File: src/assert_macros.svh
// Assertion macros shared by the velocity PI controller RTL.
// Needs nothing else; files that assert include it by its bare name.
`ifndef ASSERT_MACROS_SVH
`define ASSERT_MACROS_SVH

// A property that must hold at every clock edge outside reset.
`define DAVPI_ASSERT(label, clk, rst_n, prop, msg) \
    label: assert property (@(posedge clk) disable iff (!rst_n) (prop)) \
        else $error(msg);

// When cond holds at one edge, prop must hold at the next edge.
`define DAVPI_ASSERT_NEXT(label, clk, rst_n, cond, prop, msg) \
    label: assert property (@(posedge clk) disable iff (!rst_n) (cond) |=> (prop)) \
        else $error(msg);

`endif

File: src/davpi_pkg.sv
// Shared widths, types and arithmetic helpers for the dual-axis velocity PI controller.
// Depends on nothing; every other RTL file imports it.
`default_nettype none

package davpi_pkg;

    // Field widths.
    localparam int VEL_W     = 16;
    localparam int INTEG_W   = 32;
    localparam int GAIN_W    = 12;
    localparam int HEAD_W    = 16;
    localparam int CMD_W     = 13;
    localparam int CFG_IDX_W = 3;
    localparam int CFG_DATA_W = (VEL_W > GAIN_W) ? VEL_W : GAIN_W;

    // Fixed-point scaling: integrator weight 1/512, command scale 1/256.
    localparam int INTEG_SHIFT = 9;
    localparam int CMD_SHIFT   = 8;
    localparam int SCALE_SHIFT = INTEG_SHIFT + CMD_SHIFT;

    // Derived datapath widths.
    localparam int ERR_W    = VEL_W + 1;
    localparam int PROD_P_W = GAIN_W + 1 + ERR_W;
    localparam int PROD_I_W = GAIN_W + 1 + INTEG_W;
    localparam int NUM_W    = ((PROD_P_W + INTEG_SHIFT > PROD_I_W) ?
                               (PROD_P_W + INTEG_SHIFT) : PROD_I_W) + 1;
    localparam int Q_W      = NUM_W - SCALE_SHIFT + 1;

    // Register reset values.
    localparam logic [GAIN_W-1:0] RST_P_GAIN = GAIN_W'(400);
    localparam logic [GAIN_W-1:0] RST_I_GAIN = GAIN_W'(20);
    localparam logic [GAIN_W-1:0] RST_LIMIT  = GAIN_W'(1500);

    // Configuration register indexes.
    typedef enum logic [CFG_IDX_W-1:0] {
        CFG_ROLL_P_GAIN  = 3'd0,
        CFG_ROLL_I_GAIN  = 3'd1,
        CFG_PITCH_P_GAIN = 3'd2,
        CFG_PITCH_I_GAIN = 3'd3,
        CFG_TARGET_VEL_X = 3'd4,
        CFG_TARGET_VEL_Y = 3'd5,
        CFG_CMD_LIMIT    = 3'd6
    } t_cfg_idx;

    typedef struct packed {
        logic        [GAIN_W-1:0] roll_p_gain;
        logic        [GAIN_W-1:0] roll_i_gain;
        logic        [GAIN_W-1:0] pitch_p_gain;
        logic        [GAIN_W-1:0] pitch_i_gain;
        logic signed [VEL_W-1:0]  target_vel_x;
        logic signed [VEL_W-1:0]  target_vel_y;
        logic        [GAIN_W-1:0] command_limit;
    } t_cfg;

    // What an item does to the controller state.
    typedef enum logic [1:0] {
        K_HOLD,
        K_UPDATE,
        K_ENTER
    } t_kind;

    typedef struct packed {
        t_kind                    kind;
        logic signed [HEAD_W-1:0] heading;
    } t_tag;

    // Divide the PI numerator by 2^SCALE_SHIFT truncating toward zero, optionally
    // negate, and clamp to +/- lim.
    function automatic logic signed [CMD_W-1:0] f_cmd(
        input logic signed [NUM_W-1:0] num,
        input logic                    neg,
        input logic        [GAIN_W-1:0] lim
    );
        logic signed [NUM_W-1:0] biased;
        logic signed [Q_W-1:0]   q;
        logic signed [Q_W-1:0]   lim_s;
        biased = num + (num[NUM_W-1] ? NUM_W'((1 << SCALE_SHIFT) - 1) : NUM_W'(0));
        q      = Q_W'(biased >>> SCALE_SHIFT);
        if (neg) begin
            q = -q;
        end
        lim_s = $signed(Q_W'(lim));
        if (q > lim_s) begin
            q = lim_s;
        end else if (q < -lim_s) begin
            q = -lim_s;
        end
        return CMD_W'(q);
    endfunction

endpackage

`default_nettype wire

File: src/dual_axis_velocity_pi_controller.sv
// Top level of the dual-axis velocity PI controller: handshake pipeline and command stage.
// Depends on davpi_pkg, davpi_cfg, davpi_integ, davpi_law and assert_macros.svh.
`default_nettype none

// Two PI velocity loops that turn measured x/y velocity (signed Q8.8) into
// pitch and roll setpoints. The y axis feeds roll; the x axis feeds pitch with
// its sign negated. A velocity beat in module mode updates both integrators
// (saturating at 32 bits) and both commands; a velocity beat outside module mode
// leaves all state alone and repeats the held commands with updated low. An
// enter beat clears the integrators, zeroes roll and pitch and stores the
// heading. Every input beat produces exactly one output beat. The block accepts
// one beat per cycle while o_stall is low, and each beat passes five
// registers on its way to the output: input register, error and integrator
// stage, multiply stage, numerator add stage, and the command register that
// drives the outputs. The only loop from one beat to the next is the integrator
// add, so beats may follow each other with no gap. The stages are independently
// valid, so holes close up under output stall and the input keeps taking beats
// until the pipeline is full. Configuration writes are always accepted
// (o_cfg_ready is tied high) and must only be issued while no beat is in flight.
// Register indexes: 0 roll P gain, 1 roll I gain, 2 pitch P gain, 3 pitch I gain,
// 4 target x velocity, 5 target y velocity, 6 command limit; index 7 is ignored.
module dual_axis_velocity_pi_controller (
    input  logic                                i_clk,
    input  logic                                i_rst_n,
    // Input channel.
    input  logic                                i_valid,
    output logic                                o_stall,
    input  logic                                i_func,
    input  logic                                i_mode_active,
    input  logic signed [davpi_pkg::VEL_W-1:0]  i_meas_vel_x,
    input  logic signed [davpi_pkg::VEL_W-1:0]  i_meas_vel_y,
    input  logic signed [davpi_pkg::HEAD_W-1:0] i_current_heading,
    // Output channel.
    output logic                                o_valid,
    input  logic                                i_stall,
    output logic signed [davpi_pkg::CMD_W-1:0]  o_roll_cmd,
    output logic signed [davpi_pkg::CMD_W-1:0]  o_pitch_cmd,
    output logic signed [davpi_pkg::HEAD_W-1:0] o_heading_cmd,
    output logic                                o_updated,
    // Configuration write channel.
    input  logic                                i_cfg_valid,
    output logic                                o_cfg_ready,
    input  logic [davpi_pkg::CFG_IDX_W-1:0]     i_cfg_index,
    input  logic [davpi_pkg::CFG_DATA_W-1:0]    i_cfg_data
);
    import davpi_pkg::*;

    t_cfg cfg;

    // Stage valid bits and advance conditions.
    logic r_v1, r_v2, r_v3, r_v4, r_out_valid;
    logic ready1, ready2, ready3, ready4, ready5;
    logic ld1, ld2, ld3, ld4, ld5;

    // Per-stage side information.
    t_tag r_tag1, r_tag2, r_tag3, r_tag4;
    t_tag n_tag1;
    logic signed [VEL_W-1:0] r_meas_x, r_meas_y;

    // Axis datapaths.
    logic signed [ERR_W-1:0]   err_x, err_y;
    logic signed [INTEG_W-1:0] integ_x, integ_y;
    logic signed [NUM_W-1:0]   num_x, num_y;

    // Command state, which is also the output register.
    logic signed [CMD_W-1:0]  r_roll, r_pitch;
    logic signed [HEAD_W-1:0] r_heading;
    logic                     r_updated;

    // A stage can take a new beat when it is empty or its beat moves on.
    assign ready5 = !r_out_valid || !i_stall;
    assign ready4 = !r_v4 || ready5;
    assign ready3 = !r_v3 || ready4;
    assign ready2 = !r_v2 || ready3;
    assign ready1 = !r_v1 || ready2;

    assign ld1 = i_valid && ready1;
    assign ld2 = r_v1 && ready2;
    assign ld3 = r_v2 && ready3;
    assign ld4 = r_v3 && ready4;
    assign ld5 = r_v4 && ready5;

    assign o_stall     = !ready1;
    assign o_cfg_ready = 1'b1;

    always_comb begin
        n_tag1.heading = i_current_heading;
        if (i_func) begin
            n_tag1.kind = K_ENTER;
        end else if (i_mode_active) begin
            n_tag1.kind = K_UPDATE;
        end else begin
            n_tag1.kind = K_HOLD;
        end
    end

    always_ff @(posedge i_clk) begin
        if (!i_rst_n) begin
            r_v1        <= 1'b0;
            r_v2        <= 1'b0;
            r_v3        <= 1'b0;
            r_v4        <= 1'b0;
            r_out_valid <= 1'b0;
        end else begin
            if (ready1) begin
                r_v1 <= i_valid;
            end
            if (ready2) begin
                r_v2 <= r_v1;
            end
            if (ready3) begin
                r_v3 <= r_v2;
            end
            if (ready4) begin
                r_v4 <= r_v3;
            end
            if (ready5) begin
                r_out_valid <= r_v4;
            end
        end
    end

    // Payload registers move only with a valid beat.
    always_ff @(posedge i_clk) begin
        if (ld1) begin
            r_tag1   <= n_tag1;
            r_meas_x <= i_meas_vel_x;
            r_meas_y <= i_meas_vel_y;
        end
        if (ld2) begin
            r_tag2 <= r_tag1;
        end
        if (ld3) begin
            r_tag3 <= r_tag2;
        end
        if (ld4) begin
            r_tag4 <= r_tag3;
        end
    end

    davpi_cfg u_cfg (
        .i_clk       (i_clk),
        .i_rst_n     (i_rst_n),
        .i_cfg_valid (i_cfg_valid),
        .i_cfg_index (i_cfg_index),
        .i_cfg_data  (i_cfg_data),
        .o_cfg       (cfg)
    );

    davpi_integ u_integ_x (
        .i_clk    (i_clk),
        .i_rst_n  (i_rst_n),
        .i_adv    (ld2),
        .i_kind   (r_tag1.kind),
        .i_target (cfg.target_vel_x),
        .i_meas   (r_meas_x),
        .o_err    (err_x),
        .o_integ  (integ_x)
    );

    davpi_integ u_integ_y (
        .i_clk    (i_clk),
        .i_rst_n  (i_rst_n),
        .i_adv    (ld2),
        .i_kind   (r_tag1.kind),
        .i_target (cfg.target_vel_y),
        .i_meas   (r_meas_y),
        .o_err    (err_y),
        .o_integ  (integ_y)
    );

    davpi_law u_law_x (
        .i_clk    (i_clk),
        .i_ld_mul (ld3),
        .i_ld_sum (ld4),
        .i_p_gain (cfg.pitch_p_gain),
        .i_i_gain (cfg.pitch_i_gain),
        .i_err    (err_x),
        .i_integ  (integ_x),
        .o_num    (num_x)
    );

    davpi_law u_law_y (
        .i_clk    (i_clk),
        .i_ld_mul (ld3),
        .i_ld_sum (ld4),
        .i_p_gain (cfg.roll_p_gain),
        .i_i_gain (cfg.roll_i_gain),
        .i_err    (err_y),
        .i_integ  (integ_y),
        .o_num    (num_y)
    );

    // Command stage: divide, negate pitch, clamp, and hold between updates; enter zeroes and stores heading.
    always_ff @(posedge i_clk) begin
        if (!i_rst_n) begin
            r_roll    <= '0;
            r_pitch   <= '0;
            r_heading <= '0;
            r_updated <= 1'b0;
        end else if (ld5) begin
            case (r_tag4.kind)
                K_ENTER: begin
                    r_roll    <= '0;
                    r_pitch   <= '0;
                    r_heading <= r_tag4.heading;
                    r_updated <= 1'b1;
                end
                K_UPDATE: begin
                    r_roll    <= f_cmd(num_y, 1'b0, cfg.command_limit);
                    r_pitch   <= f_cmd(num_x, 1'b1, cfg.command_limit);
                    r_updated <= 1'b1;
                end
                default: begin
                    r_updated <= 1'b0;
                end
            endcase
        end
    end

    assign o_valid       = r_out_valid;
    assign o_roll_cmd    = r_roll;
    assign o_pitch_cmd   = r_pitch;
    assign o_heading_cmd = r_heading;
    assign o_updated     = r_updated;

    `include "assert_macros.svh"

    `DAVPI_ASSERT_NEXT(a_cmd_hold, i_clk, i_rst_n, i_rst_n && !ld5, $stable(r_roll) && $stable(r_pitch) && $stable(r_heading) && $stable(r_updated), "commands changed with no beat")
    `DAVPI_ASSERT_NEXT(a_enter_zero, i_clk, i_rst_n, ld5 && r_tag4.kind == K_ENTER, r_roll == '0 && r_pitch == '0 && r_updated, "enter beat did not zero commands")
    `DAVPI_ASSERT_NEXT(a_stage4_hold, i_clk, i_rst_n, r_v4 && !ready5, r_v4 && $stable(r_tag4), "stalled stage lost its beat")

endmodule

`default_nettype wire

File: src/davpi_cfg.sv
// Configuration register file for the dual-axis velocity PI controller.
// Depends on davpi_pkg.
`default_nettype none

module davpi_cfg (
    input  logic                              i_clk,
    input  logic                              i_rst_n,
    input  logic                              i_cfg_valid,
    input  logic [davpi_pkg::CFG_IDX_W-1:0]   i_cfg_index,
    input  logic [davpi_pkg::CFG_DATA_W-1:0]  i_cfg_data,
    output davpi_pkg::t_cfg                   o_cfg
);
    import davpi_pkg::*;

    t_cfg r_cfg;

    always_ff @(posedge i_clk) begin
        if (!i_rst_n) begin
            r_cfg.roll_p_gain   <= RST_P_GAIN;
            r_cfg.roll_i_gain   <= RST_I_GAIN;
            r_cfg.pitch_p_gain  <= RST_P_GAIN;
            r_cfg.pitch_i_gain  <= RST_I_GAIN;
            r_cfg.target_vel_x  <= '0;
            r_cfg.target_vel_y  <= '0;
            r_cfg.command_limit <= RST_LIMIT;
        end else if (i_cfg_valid) begin
            case (i_cfg_index)
                CFG_ROLL_P_GAIN:  r_cfg.roll_p_gain   <= i_cfg_data[GAIN_W-1:0];
                CFG_ROLL_I_GAIN:  r_cfg.roll_i_gain   <= i_cfg_data[GAIN_W-1:0];
                CFG_PITCH_P_GAIN: r_cfg.pitch_p_gain  <= i_cfg_data[GAIN_W-1:0];
                CFG_PITCH_I_GAIN: r_cfg.pitch_i_gain  <= i_cfg_data[GAIN_W-1:0];
                CFG_TARGET_VEL_X: r_cfg.target_vel_x  <= $signed(i_cfg_data[VEL_W-1:0]);
                CFG_TARGET_VEL_Y: r_cfg.target_vel_y  <= $signed(i_cfg_data[VEL_W-1:0]);
                CFG_CMD_LIMIT:    r_cfg.command_limit <= i_cfg_data[GAIN_W-1:0];
                default: ;
            endcase
        end
    end

    assign o_cfg = r_cfg;

endmodule

`default_nettype wire

File: src/davpi_integ.sv
// Velocity error and saturating integrator for one axis.
// Depends on davpi_pkg and assert_macros.svh.
`default_nettype none

module davpi_integ (
    input  logic                                i_clk,
    input  logic                                i_rst_n,
    input  logic                                i_adv,
    input  davpi_pkg::t_kind                    i_kind,
    input  logic signed [davpi_pkg::VEL_W-1:0]  i_target,
    input  logic signed [davpi_pkg::VEL_W-1:0]  i_meas,
    output logic signed [davpi_pkg::ERR_W-1:0]  o_err,
    output logic signed [davpi_pkg::INTEG_W-1:0] o_integ
);
    import davpi_pkg::*;

    localparam int SUM_W = INTEG_W + 1;
    localparam logic signed [INTEG_W-1:0] INTEG_MAX = {1'b0, {(INTEG_W-1){1'b1}}};
    localparam logic signed [INTEG_W-1:0] INTEG_MIN = {1'b1, {(INTEG_W-1){1'b0}}};

    logic signed [ERR_W-1:0]   r_err;
    logic signed [ERR_W-1:0]   n_err;
    logic signed [INTEG_W-1:0] r_integ;
    logic signed [INTEG_W-1:0] n_integ;
    logic signed [SUM_W-1:0]   sum;

    assign n_err = ERR_W'(i_target) - ERR_W'(i_meas);
    assign sum   = SUM_W'(r_integ) + SUM_W'(n_err);

    always_comb begin
        case (i_kind)
            K_ENTER:  n_integ = '0;
            K_UPDATE: begin
                if (sum[SUM_W-1] != sum[SUM_W-2]) begin
                    n_integ = sum[SUM_W-1] ? INTEG_MIN : INTEG_MAX;
                end else begin
                    n_integ = sum[INTEG_W-1:0];
                end
            end
            default:  n_integ = r_integ;
        endcase
    end

    always_ff @(posedge i_clk) begin
        if (!i_rst_n) begin
            r_integ <= '0;
        end else if (i_adv) begin
            r_integ <= n_integ;
        end
    end

    always_ff @(posedge i_clk) begin
        if (i_adv) begin
            r_err <= n_err;
        end
    end

    assign o_err   = r_err;
    assign o_integ = r_integ;

    `include "assert_macros.svh"

    `DAVPI_ASSERT_NEXT(a_integ_holds, i_clk, i_rst_n, i_rst_n && !i_adv, $stable(r_integ), "integrator moved without an item")
    `DAVPI_ASSERT_NEXT(a_integ_enter, i_clk, i_rst_n, i_adv && i_kind == K_ENTER, r_integ == '0, "enter did not clear integrator")

endmodule

`default_nettype wire

File: src/davpi_law.sv
// PI law for one axis: gain products, then the combined numerator.
// Depends on davpi_pkg.
`default_nettype none

module davpi_law (
    input  logic                                 i_clk,
    input  logic                                 i_ld_mul,
    input  logic                                 i_ld_sum,
    input  logic [davpi_pkg::GAIN_W-1:0]         i_p_gain,
    input  logic [davpi_pkg::GAIN_W-1:0]         i_i_gain,
    input  logic signed [davpi_pkg::ERR_W-1:0]   i_err,
    input  logic signed [davpi_pkg::INTEG_W-1:0] i_integ,
    output logic signed [davpi_pkg::NUM_W-1:0]   o_num
);
    import davpi_pkg::*;

    logic signed [PROD_P_W-1:0] r_prod_p;
    logic signed [PROD_P_W-1:0] n_prod_p;
    logic signed [PROD_I_W-1:0] r_prod_i;
    logic signed [PROD_I_W-1:0] n_prod_i;
    logic signed [NUM_W-1:0]    r_num;
    logic signed [NUM_W-1:0]    n_num;

    assign n_prod_p = $signed({1'b0, i_p_gain}) * i_err;
    assign n_prod_i = $signed({1'b0, i_i_gain}) * i_integ;
    // The proportional term is lifted by the integrator weight so one divide suffices.
    assign n_num    = (NUM_W'(r_prod_p) <<< INTEG_SHIFT) + NUM_W'(r_prod_i);

    always_ff @(posedge i_clk) begin
        if (i_ld_mul) begin
            r_prod_p <= n_prod_p;
            r_prod_i <= n_prod_i;
        end
        if (i_ld_sum) begin
            r_num <= n_num;
        end
    end

    assign o_num = r_num;

endmodule

`default_nettype wire
File: config.mk
export PLATFORM = sky130hd
export DESIGN_NAME = dual_axis_velocity_pi_controller
export DESIGN_NICKNAME = d
export VERILOG_FILES = /design/src/davpi_pkg.sv /design/src/dual_axis_velocity_pi_controller.sv /design/src/davpi_cfg.sv /design/src/davpi_integ.sv /design/src/davpi_law.sv
export VERILOG_INCLUDE_DIRS = /design/src /design/src/src
export SDC_FILE = /design/constraint.sdc
export NUM_CORES = 2
export LEC_CHECK = 0
export CORE_UTILIZATION = 35
export CTS_CLUSTER_SIZE = 20
export DETAILED_ROUTE_END_ITERATION = 10
export DONT_BUFFER_PORTS = 1
export GPL_TIMING_DRIVEN = 1
export HOLD_SLACK_MARGIN = 0.08
export PLACE_DENSITY_LB_ADDON = 0.1
export SLEW_MARGIN = 20
export SYNTH_ARGS = -nofsm -noshare
export SYNTH_HDL_FRONTEND = slang
export SYNTH_SLANG_ARGS = --single-unit
File: constraint.sdc
create_clock -name i_clk -period 14.64 [get_ports i_clk]
set_input_delay 2.928 -clock i_clk [delete_from_list [all_inputs] [get_ports i_clk]]
set_output_delay 2.928 -clock i_clk [all_outputs]
set_load 0.005 [all_outputs]
== Word-level counts from Yosys, hierarchy flattened ==
Cells that the tools add are included.

* Reductions and logical operators: 31
* Equal/unequal tests: 12
* Shift-type cells: 0
* $add $sub $neg: 10
* $lt $le $gt $ge: 4
* Divide/modulo/power cells: 0
* Multipliers: 4
* Muxes and demuxes: 19
* Bitwise operators: 0

{| class="wikitable"
|+ Operators by type and width
! operator !! count
|-
| 32-bit 2-to-1 mux || 4
|-
| 32-bit one-hot mux with 2 select lines || 2
|-
| 39-bit by 45-bit adder with 46-bit output || 2
|-
| 46-bit by 18-bit adder with 46-bit output || 2
|-
| 13-bit by 32-bit multiplier with 45-bit output || 2
|-
| 30-bit 2-to-1 mux || 3
|-
| 32-bit by 17-bit adder with 33-bit output || 2
|-
| 13-bit by 17-bit multiplier with 30-bit output || 2
|-
| 13-bit 2-to-1 mux || 4
|-
| 13-bit one-hot mux with 2 select lines || 2
|-
| 17-bit 2-to-1 mux || 2
|-
| 16-bit by 16-bit subtractor with 17-bit output || 2
|-
| 30-bit by 13-bit greater-than comparator with 1-bit output || 1
|-
| 29-bit by 30-bit less-than comparator with 1-bit output || 1
|-
| 30-bit less-than comparator || 1
|-
| 12-bit negation with 30-bit output || 1
|-
| 29-bit negation with 30-bit output || 1
|-
| 29-bit by 13-bit greater-than comparator with 1-bit output || 1
|-
| 2-bit AND reduction || 10
|-
| 3-bit == test (second input constant) || 3
|-
| 1-bit logical NOT || 7
|-
| 3-bit by 2-bit == test with 1-bit output (second input constant) || 2
|-
| 1-bit logical AND || 5
|-
| 1-bit logical OR || 5
|-
| other kinds (8) || 13
|}

* Logic and storage cells: 116
* Memories: 0
* Memory bits (writable): 0
* Bits in read-only memories: 0
* Latch bits: 0
* Flip-flop bits (word level): 584
* Output and inout bits: 46

== Logic depth before layout (Yosys ltp) ==
* Word-level depth: 10
* Depth in mapped cells: 33
* Depth with buffers taken out: 31

== By module ==
Synthesis repeated with hierarchy kept, for this count alone.

* Cell total of the unflattened synthesis: 8,089
* Area total of the unflattened synthesis: 75,412.3 um2

{| class="wikitable"
|+ By module, submodules not included
! module !! times used !! seq. area each (um2) !! area each (um2) !! cells an instance
|-
| davpi_law at u_law_x || 1 || 3,633.5 || 26,739.4 || 2,891
|-
| davpi_law at u_law_y || 1 || 3,633.5 || 26,464.1 || 2,857
|-
| dual_axis_velocity_pi_controller || 1 || 4,083.9 || 10,174.8 || 1,033
|-
| davpi_integ at u_integ_y || 1 || 1,151.1 || 4,424.2 || 511
|-
| davpi_integ at u_integ_x || 1 || 1,151.1 || 4,162.7 || 466
|-
| davpi_cfg || 1 || 1,841.8 || 3,447.1 || 331
|}

== Least setup slack after synthesis ==
OpenSTA, ideal clock, no wires.

* Path type: input-to-reg
* Start: in i_stall
* End: reg r_tag3[0] in the netlist's numbering (enable)
* Stages: 3
* Arrival: 10.733 ns
* Setup slack: 3.188 ns
* Data required time: 13.921 ns
* Path buffers: 0
* Path through: and3_1 > and2_1 > nor2b_1

* Longest elaborated chain between the ends: 5

{| class="wikitable"
|+ RTL lines
! element !! line !! text
|-
| from (decl) || dual_axis_velocity_pi_controller.sv:35 || <nowiki>input logic i_stall,</nowiki>
|-
| 1-bit logical NOT || dual_axis_velocity_pi_controller.sv:71 || <nowiki>assign ready5 = !r_out_valid || !i_stall;</nowiki>
|-
| 1-bit logical OR || dual_axis_velocity_pi_controller.sv:71 ||
|-
| 1-bit logical OR || dual_axis_velocity_pi_controller.sv:72 || <nowiki>assign ready4 = !r_v4 || ready5;</nowiki>
|-
| 1-bit logical OR || dual_axis_velocity_pi_controller.sv:73 || <nowiki>assign ready3 = !r_v3 || ready4;</nowiki>
|-
| 1-bit logical AND || dual_axis_velocity_pi_controller.sv:79 || <nowiki>assign ld3 = r_v2 && ready3;</nowiki>
|-
| net ld3 || dual_axis_velocity_pi_controller.sv:53 || <nowiki>logic ld1, ld2, ld3, ld4, ld5;</nowiki>
|-
| to (signal assigned) || dual_axis_velocity_pi_controller.sv:134 || <nowiki>r_tag3 <= r_tag2;</nowiki>
|-
| to (decl) || dual_axis_velocity_pi_controller.sv:56 || <nowiki>t_tag r_tag1, r_tag2, r_tag3, r_tag4;</nowiki>
|}

The timed path passes the listed nets, and every way through them passes these cells.
A chain may end at the register's enable or synchronous reset.

== Final worst setup path ==
* Start: reg r_meas_y[1]
* End: reg u_integ_y.r_integ[15], in the netlist u_integ_y.o_integ[15]

* Longest elaborated chain between the ends: 5
* Elaborated cells on any way between the ends: 6
* Classes of those cells: add/sub: 2; eq/ne: 1; mux: 3

{| class="wikitable"
|+ RTL lines
! element !! line !! text
|-
| from (decl) || dual_axis_velocity_pi_controller.sv:58 || <nowiki>logic signed [VEL_W-1:0] r_meas_x, r_meas_y;</nowiki>
|-
| from (signal assigned) || dual_axis_velocity_pi_controller.sv:128 || <nowiki>r_meas_y <= i_meas_vel_y;</nowiki>
|-
| 16-bit by 16-bit subtractor with 17-bit output (*) || davpi_integ.sv:27 || <nowiki>assign n_err = ERR_W'(i_target) - ERR_W'(i_meas);</nowiki>
|-
| net u_integ_y.n_err[13] || davpi_integ.sv:22 || <nowiki>logic signed [ERR_W-1:0] n_err;</nowiki>
|-
| 32-bit by 17-bit adder with 33-bit output (*) || davpi_integ.sv:28 || <nowiki>assign sum = SUM_W'(r_integ) + SUM_W'(n_err);</nowiki>
|-
| 32-bit 2-to-1 mux / 1-bit != test (equally long branches) || davpi_integ.sv:35, davpi_integ.sv:34 ||
|-
| 32-bit 2-to-1 mux (*) || davpi_integ.sv:34 || <nowiki>if (sum[SUM_W-1] != sum[SUM_W-2]) begin</nowiki>
|-
| 32-bit one-hot mux with 2 select lines (*) || davpi_integ.sv:31 || <nowiki>case (i_kind)</nowiki>
|-
| to (signal assigned) || davpi_integ.sv:48 || <nowiki>r_integ <= n_integ;</nowiki>
|-
| to (decl) || davpi_integ.sv:23 || <nowiki>logic signed [INTEG_W-1:0] r_integ;</nowiki>
|}

Mark *: on every way through the listed nets, which the timed path passes. The rest lies on a longest branch.

==> flow_summary.yaml <==
clock_network:
  postCtsHoldBufs: 0
  cts-resized-gates: 0
  clkSinkCount: 584
  cts_max_path_buffers: 3
  post_cts_buffers: 0
  insertion_delay_ns: 0.71
  clkTransAtPathRegs_ns: 0.07
  h-tree-depth: 3
  numCtsBuffers: 75
  cts-root-buf: "clkbuf_16"
  cts_tree: "built"
power_and_ir_drop:
  power.internal_uw: 3890
  power_frac_seq_pct: 33.9
  comb_power_share_pct: 33.7
  powerDensity_mw_per_mm2: 77.5
  p_leak_uw: 0.0350
  vdd_ir_drop_max_mv: 0.0849
  clkPwrFrac_pct: 32.4
  p_sw_share_pct: 35.0
  net-switching-power_uw: 2100
timing:
  skew_ns: 0.0474
  worstMarginPinSlew_ns: 1.01
  max_freq_ghz: 0.124
  relSlewSlack_pct: 30.7
  rsz0062_at_grt: "false"
  fin_tns_setup_ns: 0
  period_share_pct: 55.1
  setup_viol: 0
  min_period_ns: 8.07
  hold_violations: 0
  maxSlewViolCount: 0
yosys:
  syn-instance-count: 7511
  synthFlopType: "edfxtp_1"
  synth-edff-count: 380
  synthArstFlopShare_pct: 0
  ys_seq_elements: 584
  syn-num-nets: 9267
  yosysUniqueCellTypes: 99
  avgSynthCellArea_um2: 9.58
  yosysWarnings: 0
  ys_seq_area_share_pct: 21.5
  netlist_area_mm2: 0.0719
detailed_routing:
  wl_per_cell_um: 21.2
  dr.pass1.iters: 6
  drt_iter0_markers: 2998
  vias_per_cell: 5.04
  num_vias: 51100
  drt_wl_total_mm: 215
  ant_nets: 0
  drc_errors: 0
setup_path:
  critical-path-slowest-cell: "a21boi_0"
  criticalPathCategory: "register to register"
  critPathLaunchType: "register"
  required_ns: 15.25
  slowest_delay_ns: 0.68
  critPathArrivalTime_ns: 8.67
  worstPathMaxFanout: 16
  endpoint_kind: "register"
  cp_common_cell: "a21boi_0"
min_path:
  hold_path.class: "register to register"
grt:
  grt_pass1_wl_mm: 330
  grt_overflow: 0
  grt_max_degree: 125
  first_global_vias: 53300
  track_usage_pct: 21.0
  antenna_found_initial: 21
final_layout:
  synthToLayoutAreaGrowth_pct: 7.47
  final_cell_area_mm2: 0.0773
  drive_gt1_share_pct: 3.46
  nets: 9128
floorplanning:
  dieArea_mm2: 0.207
  start_util_pct: 35.2
  die_x_um: 455
  core_mm2: 0.204
  ios: 120
  die_h_um: 455
  rows: 166
placed_design:
  place_area_mm2: 0.0748
  numPortBuffers: 0
  place.gp.congestion: 0.842
  post-dp-hpwl_mm: 168
flow_run:
  drv_cap: 0
outcome:
  status: "finished, final reports clean"
-- registers in the layout, summed over array words and instances, names as in the netlist, 13 cells and up --
register           count
u_law_y.r_prod_p      30
o_heading_cmd         16
o_roll_cmd            13
r_meas_x              16
u_law_x.o_num         46
u_law_y.o_num         46
r_meas_y              16
u_law_x.r_prod_p      30
r_tag4                18
u_integ_y.o_integ     32
o_pitch_cmd           13
u_integ_x.o_integ     32
u_integ_y.o_err       17
r_tag1                18
r_tag3                18
u_law_x.r_prod_i      45
u_integ_x.o_err       17
u_law_y.r_prod_i      45
r_tag2                18
u_cfg.o_cfg           92
-- power groups by stage --
| stage | clock network [uW] | registers [uW] | logic, uW |
|---|---|---|---|
| after CTS | 2000 | 2030 | 2050 |
| after floorplan | 0 | 2000 | 1540 |
| after global placement | 0 | 2070 | 2020 |
| after global routing | 2050 | 2040 | 2290 |
| after detailed placement | 0 | 2070 | 2040 |
| final | 1940 | 2030 | 2020 |
-- per-stage QoR --
| stage | total power (uW) | worst slack [ns] | hold slack (ns) | instances | util, % |
|---|---|---|---|---|---|
| floorplan | 3530 | 3.19 | 0.400 | 7511 | - |
| global placement | 4090 | 6.89 | 0.402 | 9982 | 36.6 |
| detailed placement | 4110 | 6.72 | 0.405 | 9983 | 36.6 |
| CTS | 6090 | 6.65 | 0.406 | 10100 | 37.8 |
| global route | 6380 | 5.94 | 0.413 | 10100 | 37.8 |
| finish | 5990 | 6.57 | 0.412 | 10100 | 37.8 |
-- per-layer routing --
layer / vias up / wire length [um] / track usage [%]
met4: 0 / 4490 / 4.73
met2: 899 / 98500 / 34.2
met5: - / 0 / 0
li1: 23800 / - / -
met1: 26100 / 104000 / 30.0
met3: 225 / 8160 / 2.05
-- synth_stat cells (37+ instances only) --
master    instances  share of area [%]
and2_1          635                5.5
o21bai_1         42               0.44
a21oi_1         266                1.9
a21boi_0        115                1.2
a221o_1          65               0.90
inv_1          1280                6.7
nor2_1          225                1.2
clkbuf_1        271                1.4
dfxtp_1         204                5.7
nor3_1           76               0.53
a21o_1          103                1.1
xor2_1           86                1.0
edfxtp_1        380                 16
xnor2_1         263                3.2
ha_1            624                 11
fa_1           1058                 29
o21a_1           62               0.65
nand2_1         972                5.1
nand3_1          99               0.69
nand4_1          37               0.32
and3_1           42               0.37
nor2b_1          65               0.57
o21ai_0         151                1.1
-- area by class of cell --
cell class                      count  area, um2
Sequential cell                   584      15500
Fill cell                       20700     127000
Timing Repair Buffer               63        493
Inverter                         1281       4810
Clock inverter                     51        553
Clock buffer                       86       1940
Tap cell                         2688       3360
Antenna cell                       11       27.5
Multi-Input combinational cell   5367      50600
-- critical path: cells and delay by family (launching register included) --
kind / cells / cell delay, ns
AND/OR/NAND/NOR: 3 / 0.90
multiplexers: 1 / 0.42
adder cells (fa/ha/maj): 2 / 0.63
buffers and inverters: 3 / 0.61
AO/OA/AOI/OAI: 21 / 5.03
flip-flops: 1 / 0.37
-- layout by cell type (no fill, tap or decap), drive strengths merged, types with 86 or more instances in the layout --
cell,Yosys,routed
a21oi,266,266
fa,1058,1058
and2,635,635
inv,1280,1287
xnor2,263,263
nand3,100,100
a21o,103,103
o21ai,163,163
nor2,225,225
clkbuf,271,86
a21boi,118,118
dfxtp,204,204
nand2,974,974
ha,624,624
edfxtp,380,380
xor2,86,86
-- path summary, 6_finish.rpt --
check,startpoint,endpoint,slack [ns],depth (start not counted)
max reg2reg,r_meas_y[1],u_integ_y.o_integ[15],6.57,30
min,u_law_x.r_prod_i[3],u_law_x.o_num[3],0.41,0
min reg2reg,u_law_x.r_prod_i[3],u_law_x.o_num[3],0.41,0
max,r_meas_y[1],u_integ_y.o_integ[15],6.57,30
-- cell families after synthesis --
| kind of cell | synth area share [%] |
|---|---|
| adders and majority gates | 40.3 |
| muxes | 0.313 |
| xor gates and xnor gates | 4.25 |
| AOI/OAI and AO/OA | 9.80 |
| other | 0.00521 |
| DFF | 21.5 |
| buffers and inverters | 8.18 |
| and+or+nand+nor | 15.6 |
Note: power is estimated with default switching activity, not from simulation.
